$ cat src/hw/rtl/uvg_pkg.sv
package uvg_pkg;

  localparam int unsigned TS_W    = 60;
  localparam int unsigned SEC_W   = 34;
  localparam int unsigned NSEC_W  = 30;
  localparam int unsigned NODE_W  = 48;
  localparam int unsigned SEQ_W   = 14;
  localparam int unsigned CNT_W   = 7;
  localparam int unsigned IN_W    = 136;
  localparam int unsigned OUT_W   = 128;

  localparam int unsigned SEC_HALF_W = 17;
  localparam int unsigned TPS_W      = 24;
  localparam int unsigned PROD_W     = SEC_HALF_W + TPS_W;
  localparam int unsigned RECIP_W    = 31;
  localparam int unsigned RECIP_SH   = 37;
  localparam int unsigned QPROD_W    = NSEC_W + RECIP_W;
  localparam int unsigned TICK_W     = QPROD_W - RECIP_SH;

  localparam logic [TS_W-1:0]    GREG_OFFSET   = 60'h1B21DD213814000;
  localparam logic [TPS_W-1:0]   TICKS_PER_SEC = 24'd10000000;
  localparam logic [RECIP_W-1:0] RECIP_100     = 31'h51EB851F;
  localparam logic [CNT_W-1:0]   MAX_BATCH     = 7'd64;
  localparam logic [3:0]         VERSION_NIB   = 4'h1;
  localparam logic [1:0]         VARIANT_BITS  = 2'b10;
  localparam int unsigned        MCAST_BIT     = 40;

  typedef struct packed {
    logic [TS_W-1:0]   ts;
    logic [SEQ_W-1:0]  seq;
    logic [NODE_W-1:0] node;
    logic [CNT_W-1:0]  count;
  } cmd_t;

endpackage

$ cat src/hw/rtl/uvg_front.sv
module uvg_front (
  input  logic                       clk,
  input  logic                       rst,
  input  logic                       in_valid,
  output logic                       in_ready,
  input  logic [uvg_pkg::IN_W-1:0]   in_data,
  input  logic                       in_random,
  output logic                       push,
  output uvg_pkg::cmd_t              push_cmd,
  input  logic                       q_full
);

  logic                             v1, v2, v3;
  logic [uvg_pkg::PROD_W-1:0]       p_lo, p_hi;
  logic [uvg_pkg::TICK_W-1:0]       ticks;
  logic [uvg_pkg::NODE_W-1:0]       node1, node2, node3;
  logic [uvg_pkg::SEQ_W-1:0]        rnd1, rnd2, rnd3;
  logic [uvg_pkg::CNT_W-1:0]        cnt1, cnt2, cnt3;
  logic [uvg_pkg::TS_W-1:0]         ts3;

  logic [uvg_pkg::TS_W-1:0]         last_ts;
  logic [uvg_pkg::NODE_W-1:0]       last_node;
  logic [uvg_pkg::SEQ_W-1:0]        last_seq;

  logic [uvg_pkg::SEC_W-1:0]        sec;
  logic [uvg_pkg::NSEC_W-1:0]       nsec;
  logic [uvg_pkg::NODE_W-1:0]       node_in;
  logic [uvg_pkg::SEQ_W-1:0]        rnd_in;
  logic [uvg_pkg::CNT_W-1:0]        cnt_in, cnt_sat;
  logic [uvg_pkg::QPROD_W-1:0]      qprod;
  logic [uvg_pkg::TS_W-1:0]         ts_sum;
  logic [uvg_pkg::SEQ_W-1:0]        seq_sel;
  logic                             accept, reseed;

  assign sec     = in_data[33:0];
  assign nsec    = in_data[63:34];
  assign node_in = in_data[111:64];
  assign rnd_in  = in_data[125:112];
  assign cnt_in  = in_data[132:126];
  assign cnt_sat = (cnt_in > uvg_pkg::MAX_BATCH) ? uvg_pkg::MAX_BATCH : cnt_in;

  assign in_ready = !(v1 || v2 || v3);
  assign accept   = in_valid && in_ready;

  assign qprod = uvg_pkg::QPROD_W'(nsec) * uvg_pkg::QPROD_W'(uvg_pkg::RECIP_100);

  assign ts_sum = uvg_pkg::GREG_OFFSET
                + (uvg_pkg::TS_W'(p_hi) << uvg_pkg::SEC_HALF_W)
                + uvg_pkg::TS_W'(p_lo)
                + uvg_pkg::TS_W'(ticks);

  assign reseed  = (last_ts == '0) || (last_node != node3);
  assign seq_sel = reseed ? rnd3 :
                   (last_ts >= ts3) ? last_seq + uvg_pkg::SEQ_W'(1) : last_seq;

  assign push           = v3 && !q_full;
  assign push_cmd.ts    = ts3;
  assign push_cmd.seq   = seq_sel;
  assign push_cmd.node  = node3;
  assign push_cmd.count = cnt3;

  always_ff @(posedge clk) begin
    if (rst) begin
      v1        <= 1'b0;
      v2        <= 1'b0;
      v3        <= 1'b0;
      last_ts   <= '0;
      last_node <= '0;
      last_seq  <= '0;
    end else begin
      v1 <= accept && (cnt_in != '0);
      v2 <= v1;
      if (v2) begin
        v3 <= 1'b1;
      end else if (push) begin
        v3 <= 1'b0;
      end
      if (push) begin
        last_node <= node3;
        last_seq  <= seq_sel;
        last_ts   <= ts3 + uvg_pkg::TS_W'(cnt3) - uvg_pkg::TS_W'(1);
      end
    end
  end

  always_ff @(posedge clk) begin
    if (accept) begin
      p_lo  <= uvg_pkg::PROD_W'(sec[uvg_pkg::SEC_HALF_W-1:0])
             * uvg_pkg::PROD_W'(uvg_pkg::TICKS_PER_SEC);
      p_hi  <= uvg_pkg::PROD_W'(sec[uvg_pkg::SEC_W-1:uvg_pkg::SEC_HALF_W])
             * uvg_pkg::PROD_W'(uvg_pkg::TICKS_PER_SEC);
      ticks <= qprod[uvg_pkg::QPROD_W-1:uvg_pkg::RECIP_SH];
      node1 <= node_in | (uvg_pkg::NODE_W'(in_random) << uvg_pkg::MCAST_BIT);
      rnd1  <= rnd_in;
      cnt1  <= cnt_sat;
    end
    if (v1) begin
      ts3   <= ts_sum;
      node2 <= node1;
      rnd2  <= rnd1;
      cnt2  <= cnt1;
    end
    if (v2) begin
      node3 <= node2;
      rnd3  <= rnd2;
      cnt3  <= cnt2;
    end
  end

endmodule

$ cat src/hw/rtl/uvg_queue.sv
module uvg_queue (
  input  logic          clk,
  input  logic          rst,
  input  logic          push,
  input  uvg_pkg::cmd_t push_cmd,
  output logic          full,
  input  logic          pop,
  output uvg_pkg::cmd_t pop_cmd,
  output logic          empty
);

  uvg_pkg::cmd_t mem [2];
  logic          wr_ptr, rd_ptr;
  logic [1:0]    fill;

  assign full    = (fill == 2'd2);
  assign empty   = (fill == 2'd0);
  assign pop_cmd = mem[rd_ptr];

  always_ff @(posedge clk) begin
    if (rst) begin
      wr_ptr <= 1'b0;
      rd_ptr <= 1'b0;
      fill   <= 2'd0;
    end else begin
      if (push) begin
        wr_ptr <= !wr_ptr;
      end
      if (pop) begin
        rd_ptr <= !rd_ptr;
      end
      unique case ({push, pop})
        2'b10:   fill <= fill + 2'd1;
        2'b01:   fill <= fill - 2'd1;
        default: fill <= fill;
      endcase
    end
  end

  always_ff @(posedge clk) begin
    if (push) begin
      mem[wr_ptr] <= push_cmd;
    end
  end

endmodule

$ cat src/hw/rtl/uvg_back.sv
module uvg_back (
  input  logic                      clk,
  input  logic                      rst,
  input  logic                      q_empty,
  input  uvg_pkg::cmd_t             q_cmd,
  output logic                      pop,
  output logic                      out_valid,
  input  logic                      out_ready,
  output logic [uvg_pkg::OUT_W-1:0] out_data,
  output logic                      out_last
);

  logic                        active;
  logic [uvg_pkg::TS_W-1:0]    ts_cur;
  logic [uvg_pkg::CNT_W-1:0]   remain;
  logic [uvg_pkg::SEQ_W-1:0]   seq;
  logic [uvg_pkg::NODE_W-1:0]  node;
  logic                        emit, final_word;

  assign pop        = !active && !q_empty;
  assign emit       = active && (!out_valid || out_ready);
  assign final_word = (remain == uvg_pkg::CNT_W'(1));

  always_ff @(posedge clk) begin
    if (rst) begin
      active    <= 1'b0;
      out_valid <= 1'b0;
    end else begin
      if (pop) begin
        active <= 1'b1;
      end else if (emit && final_word) begin
        active <= 1'b0;
      end
      if (emit) begin
        out_valid <= 1'b1;
      end else if (out_ready) begin
        out_valid <= 1'b0;
      end
    end
  end

  always_ff @(posedge clk) begin
    if (pop) begin
      ts_cur <= q_cmd.ts;
      remain <= q_cmd.count;
      seq    <= q_cmd.seq;
      node   <= q_cmd.node;
    end else if (emit) begin
      ts_cur <= ts_cur + uvg_pkg::TS_W'(1);
      remain <= remain - uvg_pkg::CNT_W'(1);
    end
    if (emit) begin
      out_data <= {node,
                   uvg_pkg::VARIANT_BITS, seq,
                   uvg_pkg::VERSION_NIB, ts_cur[59:48],
                   ts_cur[47:32],
                   ts_cur[31:0]};
      out_last <= final_word;
    end
  end

endmodule

$ cat src/hw/rtl/uuid_v1_generator_top.sv
// Version-1 UUID generator.
// Input stream: one request word per accepted s_tvalid/s_tready beat. s_tdata
// carries seconds, nanoseconds, node address, random sequence and batch count;
// s_tuser flags a random node. A batch count of zero is dropped, above 64 it
// is clamped to 64.
// Output stream: one UUID word per m_tvalid/m_tready beat, m_tlast on the
// final UUID of each request.
// Path: three front stages for the tick conversion and sequence choice, the
// two-entry queue, the emitter's command registers and the output register.
// Throughput: one UUID per cycle while m_tready is high; the emitter pops the
// next request only after the final UUID of the current one. The front takes
// a new request only after pushing the previous one into the queue, and the
// two-entry queue lets it run ahead.
// Reset: clears the stored timestamp, node and sequence, empties the queue and
// drops any word in flight.
// Stall: a low m_tready holds the output word; the queue fills and s_tready
// then drops until space frees.
module uuid_v1_generator_top (
  input  logic                      clk,
  input  logic                      rst,
  input  logic                      s_tvalid,
  output logic                      s_tready,
  // seconds[33:0], nanoseconds[63:34], node_address[111:64],
  // random_sequence[125:112], batch_count[132:126], zero[135:133]
  input  logic [uvg_pkg::IN_W-1:0]  s_tdata,
  // node_is_random[0]
  input  logic                      s_tuser,
  output logic                      m_tvalid,
  input  logic                      m_tready,
  // stamp_low[31:0], stamp_mid[47:32], time_hi_version[63:48],
  // clock_sequence[79:64], node_id[127:80]
  output logic [uvg_pkg::OUT_W-1:0] m_tdata,
  output logic                      m_tlast
);

  logic          push, pop, q_full, q_empty;
  uvg_pkg::cmd_t push_cmd, pop_cmd;

  uvg_front u_front (
    .clk       (clk),
    .rst       (rst),
    .in_valid  (s_tvalid),
    .in_ready  (s_tready),
    .in_data   (s_tdata),
    .in_random (s_tuser),
    .push      (push),
    .push_cmd  (push_cmd),
    .q_full    (q_full)
  );

  uvg_queue u_queue (
    .clk      (clk),
    .rst      (rst),
    .push     (push),
    .push_cmd (push_cmd),
    .full     (q_full),
    .pop      (pop),
    .pop_cmd  (pop_cmd),
    .empty    (q_empty)
  );

  uvg_back u_back (
    .clk       (clk),
    .rst       (rst),
    .q_empty   (q_empty),
    .q_cmd     (pop_cmd),
    .pop       (pop),
    .out_valid (m_tvalid),
    .out_ready (m_tready),
    .out_data  (m_tdata),
    .out_last  (m_tlast)
  );

endmodule

$ cat config.mk
export PLATFORM = sky130hd
export DESIGN_NAME = uuid_v1_generator_top
export DESIGN_NICKNAME = d
export VERILOG_FILES = /design/src/hw/rtl/uvg_pkg.sv /design/src/hw/rtl/uvg_front.sv /design/src/hw/rtl/uvg_queue.sv /design/src/hw/rtl/uvg_back.sv /design/src/hw/rtl/uuid_v1_generator_top.sv
export SDC_FILE = /design/constraint.sdc
export NUM_CORES = 2
export LEC_CHECK = 0
export BUFFER_PORTS_ARGS = -buffer_cell sky130_fd_sc_hd__buf_4
export CELL_PAD_IN_SITES_DETAIL_PLACEMENT = 1
export CELL_PAD_IN_SITES_GLOBAL_PLACEMENT = 2
export CORE_MARGIN = 8
export CORE_UTILIZATION = 45
export CTS_CLUSTER_SIZE = 10
export DETAILED_ROUTE_END_ITERATION = 8
export PLACE_DENSITY = 0.91
export SETUP_SLACK_MARGIN = 0.5
export SYNTH_ARGS = -nofsm -noshare
export SYNTH_HDL_FRONTEND = slang
export SYNTH_SLANG_ARGS = --single-unit
$ cat constraint.sdc
create_clock -name clk -period 18 [get_ports clk]
set_input_delay 3.6 -clock clk [delete_from_list [all_inputs] [get_ports clk]]
set_output_delay 3.6 -clock clk [all_outputs]
set_load 0.005 [all_outputs]
== After elaboration in Yosys (flattened, before gate mapping) ==
Memory sizes are Yosys's and may differ from the RTL's. A register that Yosys moved wholly into a read port is not among the register bits.
Cells that the tools add are included.

* Add/sub/neg operators: 10
* $mul: 3
* Order comparisons: 2
* Equal/unequal tests: 5
* Muxes and demuxes: 17
* Bitwise logic cells: 1
* Reductions and logical operators: 25

{| class="wikitable"
|+ Operators by type and width
! cell !! number
|-
| $mux W60 || 2
|-
| $mul A17 B17 Y34 const B || 2
|-
| $mul A30 B31 Y61 const B || 1
|-
| $add A60 B1 Y60 const B || 1
|-
| $add A60 B24 Y60 || 1
|-
| $add A60 B41 Y60 || 1
|-
| $add A60 B7 Y60 || 1
|-
| $ge A60 B60 Y1 || 1
|-
| $logic_not A60 Y1 || 1
|-
| $sub A60 B1 Y60 const B || 1
|-
| $add A57 B58 Y59 const A || 1
|-
| $ne A48 B48 Y1 || 1
|-
| $or A48 B41 Y48 || 1
|-
| $mux W14 || 2
|-
| $add A14 B1 Y14 const B || 1
|-
| $mux W7 || 2
|-
| $mux W1 || 10
|-
| $reduce_bool A2 Y1 || 5
|-
| $eq A7 B1 Y1 const B || 1
|-
| $gt A7 B7 Y1 const B || 1
|-
| $logic_not A1 Y1 || 7
|-
| $reduce_bool A7 Y1 || 1
|-
| $sub A7 B1 Y7 const B || 1
|-
| $logic_and A1 B1 Y1 || 6
|-
| other kinds (7) || 11
|}

* Flip-flop bits (word level): 742
* Bits in writable memories: 258
* Output and inout port bits: 131
* Memories: 1

{| class="wikitable"
|+ Memories
! name !! depth !! bits a word !! read ports !! clocked after Yosys merged registers in !! wr ports !! RTL line !! source
|-
| u_queue.mem || 2 || 129 || 1 || 1 || 1 || uvg_queue.sv:12 || <nowiki>uvg_pkg::cmd_t mem [2];</nowiki>
|}

== Logic depth before layout (Yosys ltp) ==
* Word-level depth: 6
* Gate-level depth with buffers: 27
* Depth with buffers taken out: 27

== Modules after synthesis ==
A second synthesis with hierarchy kept.

* Cell total of the unflattened synthesis: 5885
* Area total of the unflattened synthesis: 68474.4 µm²

{| class="wikitable"
|+ By module, submodules not included
! module !! instances !! cells each !! area an instance (µm²) !! seq. area each (µm²)
|-
| uvg_front || 1 || 4776 || 48928.2 || 13252.7
|-
| uvg_back || 1 || 686 || 10043.4 || 7607.3
|-
| uvg_queue || 1 || 423 || 9502.9 || 7847.5
|}

== Least setup slack after synthesis ==
No wires, ideal clock.

* Path kind: input-to-reg
* Start point: in s_tdata[37] (netlist name)
* End point: reg u_front.ticks[21] (netlist name), data pin
* Setup time: 257 ps
* Arrival: 10342 ps
* Path slack: 7401 ps
* Cell stages on the path: 24
* Buffers on the path: 0
* Path through: fa_1 > fa_1 > inv_1 > fa_1 > inv_1 > fa_1 > fa_1 > fa_1 > fa_1 > inv_1 > fa_1 > inv_1 > ha_1 > o21ai_0 > o21bai_1 > a221oi_1 > o21ai_0 > a311o_1 > o31ai_1 > o31ai_1 > a41oi_1 > o31ai_1 > a21o_1 > xor2_1

* Cells in the longest elaborated chain, start to end: 1

{| class="wikitable"
|+ Ends and longest elaborated chain
! item !! RTL line !! source
|-
| from (decl) || uuid_v1_generator_top.sv:25 || <nowiki>input logic [uvg_pkg::IN_W-1:0] s_tdata,</nowiki>
|-
| $mul A30 B31 Y61 || uvg_front.sv:45 || <nowiki>assign qprod = uvg_pkg::QPROD_W'(nsec) * uvg_pkg::QPROD_W'(uvg_pkg::RECIP_100);</nowiki>
|-
| via u_front.qprod (one bit) || uvg_front.sv:30 || <nowiki>logic [uvg_pkg::QPROD_W-1:0] qprod;</nowiki>
|-
| to (signal assigned) || uvg_front.sv:92 || <nowiki>ticks <= qprod[uvg_pkg::QPROD_W-1:uvg_pkg::RECIP_SH];</nowiki>
|-
| to (decl) || uvg_front.sv:15 || <nowiki>logic [uvg_pkg::TICK_W-1:0] ticks;</nowiki>
|}

The timed path passes the listed nets, and every way through them passes these cells.
A chain may end at the register's enable or synchronous reset.

== Worst setup path in the final report ==
* Start point: in s_tdata[61] (netlist name)
* End point: reg u_front.ticks[16] (netlist name), data pin

The elaborated chain is that of the path after synthesis.

==> impl_results.md <==
* Worst reg-to-reg setup slack at 13.19 ns
* Count of hold buffers inserted by post-cts repair at 0
* TritonCTS clock tree: done
* Transition time of the tightest slew-check pin at roughly 1.1 ns
* Post-Synthesis Mean Instance Area at between 10 and 15 um^2
* Die outline area at 163000 um^2
* Minimum setup slack in the final design at between 6 and 7 ns
* Share of cells above drive strength 1 at between 8 and 9%
* Count of endpoints failing setup in the final report at 0
* Largest area contributor in the netlist: sky130_fd_sc_hd__edfxtp_1
* Number of buffers inserted by port buffering at about 260
* Via-per-instance ratio at roughly 5.4
* Number of buffers inserted during clock tree synthesis at approximately 110
* Via total after detailed routing at 44.1k
* Multi-input gate area at about 35000 um^2
* Outcome: finished, final reports clean
* Final worst-path cycle share at between 60% and 70%
* Placer's final routability congestion estimate at around 0.90
* Cells after synthesis at 5793
* Wire length of the first global-routing pass at about 280000 um
* Library cell with the highest instance count after synthesis: sky130_fd_sc_hd__inv_1
* H-tree depth at 3
* Placement-stage worst setup slack at 6.13 ns
* Non-filler instance count after layout at just over 8k
* Max Buffers Root-to-Sink at 3
* Placeable Area at approximately 150000 um^2
* Most used standard cells in the synthesized netlist: sky130_fd_sc_hd__inv_1 (1023), sky130_fd_sc_hd__edfxtp_1 (869), sky130_fd_sc_hd__ha_1 (865)
* Worst Path Arrival at about 12 ns
* Tightest Hold Check Type: reg -> reg
* Largest net degree at the start of global routing at about 100
* Post-synthesis register bit count at 1001
* Final worst clock skew at between 0.07 and 0.08 ns
* Clock root buffer: sky130_fd_sc_hd__clkbuf_16
* Maximum Capacitance Violations at 0
* Number of distinct library cells after synthesis at 85
* Post-place instance area at between 70000 and 80000 um^2
* Filler cells at 15.7k
* Via count of the first global-routing pass at 48.0k
* Width of the chip at 404 um
* Yosys warning count at 0
* Placed Cells at ~8k
* Hold violation total from the final report at 0
* Cell count of the worst hold path at 0
* Number of clock sinks at 1001
* Final design instance area without fill at around 76000 um^2
* Final routed DRC violation total at 0
* Peak fanout along the critical path at 6
* Fraction of registers with async set or reset after synthesis at 0%
* Required time worst endpoint at 18.39 ns
* Startpoint type of the worst setup path: input pin
* Relative area change from synthesis to final layout at 11.5%
* Clock edge transition at the registers on the reported setup and hold paths at ~0.06 ns
* Sum Neg Setup Slack at 0 ns
* Worst slew margin relative to its limit at around a quarter
* Gr ovfl total at 0
* Number of antenna violations at the first check in global routing at 11
* Initial DRC Count at ~2.5k
* Cell area after synthesis at around 68000 um^2
* Number of antenna-violating nets in the routed design at 0
* Clock insertion delay at the later pin of the skew report at around 0.73 ns
* Top achievable clock speed at around 90 MHz
* Portion of the post-synthesis area used by sequential elements at a little over two fifths
* Net total in the final layout at 7575
* Post-layout minimum cycle time at roughly 11 ns
* Number of iterations in the first detailed-routing pass at 5
* Class of the most critical setup path: in -> reg
* Final slew viol count at 0
* Unrepaired setup endpoints after global routing: false
* Area fraction of the dominant cell type after synthesis at 38.5%
* Half-perimeter wire length of the detailed placement result at around 140000 um
* Footprint of the flip-flops and latches at between 20000 and 30000 um^2
* All-layer global routing usage at 21.9%
* Buffers inserted during post-CTS setup optimization at 0
* Floorplan row count at roughly 140
* Die outline height at between 400 and 500 um
* Detailed Route WL at ~180000 um
* Synth top area cells: sky130_fd_sc_hd__edfxtp_1 (38%), sky130_fd_sc_hd__ha_1 (16%), sky130_fd_sc_hd__fa_1 (14%)
* Critical Path Sink Type: register
* Number of gates resized after cts at 0
* Count of pins on the block boundary at ~270
* Most used flip-flop cell after synthesis: sky130_fd_sc_hd__edfxtp_1
* Path depth of the worst reg2reg path at 17
* Number of synthesized flops with an enable pin at between 800 and 900
* Initial core utilization at between 40% and 50%
* Final routed wire length divided by cell count at ~22 um
## logic make-up (layout without fill, tap and decap cells)
family	count (synthesis)	after routing	share of synthesized area [%]
buffers and inverters	1130	1514	6.29
xor gates and xnor gates	309	309	3.99
and+or+nand+nor	1026	1026	7.45
DFF	1001	1001	42.4
adders and majority gates	1346	1346	30.1
AOI/OAI and AO/OA	888	888	8.29
other	2	17	0.0111
muxes	91	91	1.46
## metal layers
| metal | global-route usage (%) | share of wire (%) | vias up |
|---|---|---|---|
| li1 | - | - | 20500 |
| met1 | 29.5 | 44 | 22300 |
| met2 | 37.8 | 49 | 999 |
| met3 | 2.21 | 4.1 | 238 |
| met4 | 6.23 | 2.8 | 0 |
| met5 | 0 | 0 | - |
## sequential cells by signal, summed over array words and instances (netlist names), 14 cells and up, named ones only
register,flops
u_front.ts3,60
u_queue.mem,258
u_back.node,48
u_back.seq,14
u_front.ticks,24
u_front.p_lo,34
u_front.rnd2,14
u_front.p_hi,34
u_front.node1,48
u_back.out_data,122
u_front.rnd3,14
u_front.node3,48
u_back.ts_cur,60
u_front.last_ts,60
u_front.rnd1,14
u_front.last_node,48
u_front.last_seq,14
u_front.node2,48
## per-stage QoR
stage	hold WS [ns]	utilization, %
2_1_floorplan	0.400	-
3_3_place_gp	0.400	48.1
3_5_place_dp	0.405	48.1
4_1_cts	0.378	50.5
5_1_grt	0.385	50.5
6_report	0.385	50.5
## final cells by class
class,instances,area share [%]
multi-input cells,3667,46.1
diodes,10,0.0331
repair buffers,281,2.79
clock inverters,18,0.402
flip-flops and latches,1001,38.0
inverters,1023,5.08
clock buffers,192,4.20
well taps,2016,3.34
## worst max-delay path: stages
cell and delay [ns]:
sky130_fd_sc_hd__buf_4 0.16, sky130_fd_sc_hd__fa_1 0.65, sky130_fd_sc_hd__inv_1 0.15, sky130_fd_sc_hd__fa_1 0.48, sky130_fd_sc_hd__fa_1 0.56, sky130_fd_sc_hd__inv_1 0.08
sky130_fd_sc_hd__fa_1 0.53, sky130_fd_sc_hd__inv_1 0.06, sky130_fd_sc_hd__fa_1 0.54, sky130_fd_sc_hd__inv_1 0.06, sky130_fd_sc_hd__fa_1 0.50, sky130_fd_sc_hd__fa_1 0.50
sky130_fd_sc_hd__fa_1 0.53, sky130_fd_sc_hd__ha_1 0.38, sky130_fd_sc_hd__nand3_1 0.14, sky130_fd_sc_hd__nor2_1 0.09, sky130_fd_sc_hd__a221oi_1 0.25, sky130_fd_sc_hd__o21ai_0 0.13
sky130_fd_sc_hd__a311o_1 0.40, sky130_fd_sc_hd__o31ai_1 0.38, sky130_fd_sc_hd__o31ai_1 0.18, sky130_fd_sc_hd__a41oi_1 0.56, sky130_fd_sc_hd__o21bai_1 0.21, sky130_fd_sc_hd__a21oi_1 0.23
sky130_fd_sc_hd__xnor2_1 0.14
## path summary, 6_finish.rpt
check / from / endpoint
worst max-delay path: s_tdata[61] / u_front.ticks[16]
worst min-delay path: u_back.seq[10] / u_back.out_data[74]
worst max register to register: u_front.cnt3[1] / u_front.last_ts[59]
worst min register to register: u_back.seq[10] / u_back.out_data[74]
## placed cells by master (no fill, tap or decap), types with 9 or more instances in the layout
cell type / instances
sky130_fd_sc_hd__a221oi_1: 9
sky130_fd_sc_hd__a211oi_1: 70
sky130_fd_sc_hd__xor2_1: 140
sky130_fd_sc_hd__o211ai_1: 22
sky130_fd_sc_hd__a21o_1: 125
sky130_fd_sc_hd__ha_1: 865
sky130_fd_sc_hd__nor3b_1: 12
sky130_fd_sc_hd__a211o_1: 12
sky130_fd_sc_hd__dfxtp_1: 129
sky130_fd_sc_hd__buf_4: 281
sky130_fd_sc_hd__inv_1: 1021
sky130_fd_sc_hd__o21a_1: 30
sky130_fd_sc_hd__nand2_1: 335
sky130_fd_sc_hd__or3_1: 23
sky130_fd_sc_hd__o21bai_1: 28
sky130_fd_sc_hd__clkbuf_16: 114
sky130_fd_sc_hd__a31oi_1: 30
sky130_fd_sc_hd__nor2b_1: 85
sky130_fd_sc_hd__o21ai_0: 133
sky130_fd_sc_hd__nand3_1: 99
sky130_fd_sc_hd__or2_2: 15
sky130_fd_sc_hd__mux2i_1: 29
sky130_fd_sc_hd__clkbuf_1: 75
sky130_fd_sc_hd__nor4_1: 37
sky130_fd_sc_hd__edfxtp_1: 869
sky130_fd_sc_hd__and2_1: 24
sky130_fd_sc_hd__a21oi_1: 332
sky130_fd_sc_hd__fa_1: 481
sky130_fd_sc_hd__xnor2_1: 169
sky130_fd_sc_hd__nor2_1: 185
sky130_fd_sc_hd__and3_1: 42
sky130_fd_sc_hd__diode_2: 10
sky130_fd_sc_hd__nor3_1: 44
sky130_fd_sc_hd__mux2_2: 62
sky130_fd_sc_hd__and4_1: 12
sky130_fd_sc_hd__nand4_1: 49
sky130_fd_sc_hd__nand2b_1: 29
Power is not shown: default switching activity piles up to over one toggle a cycle in this logic, so the estimate is an artifact.
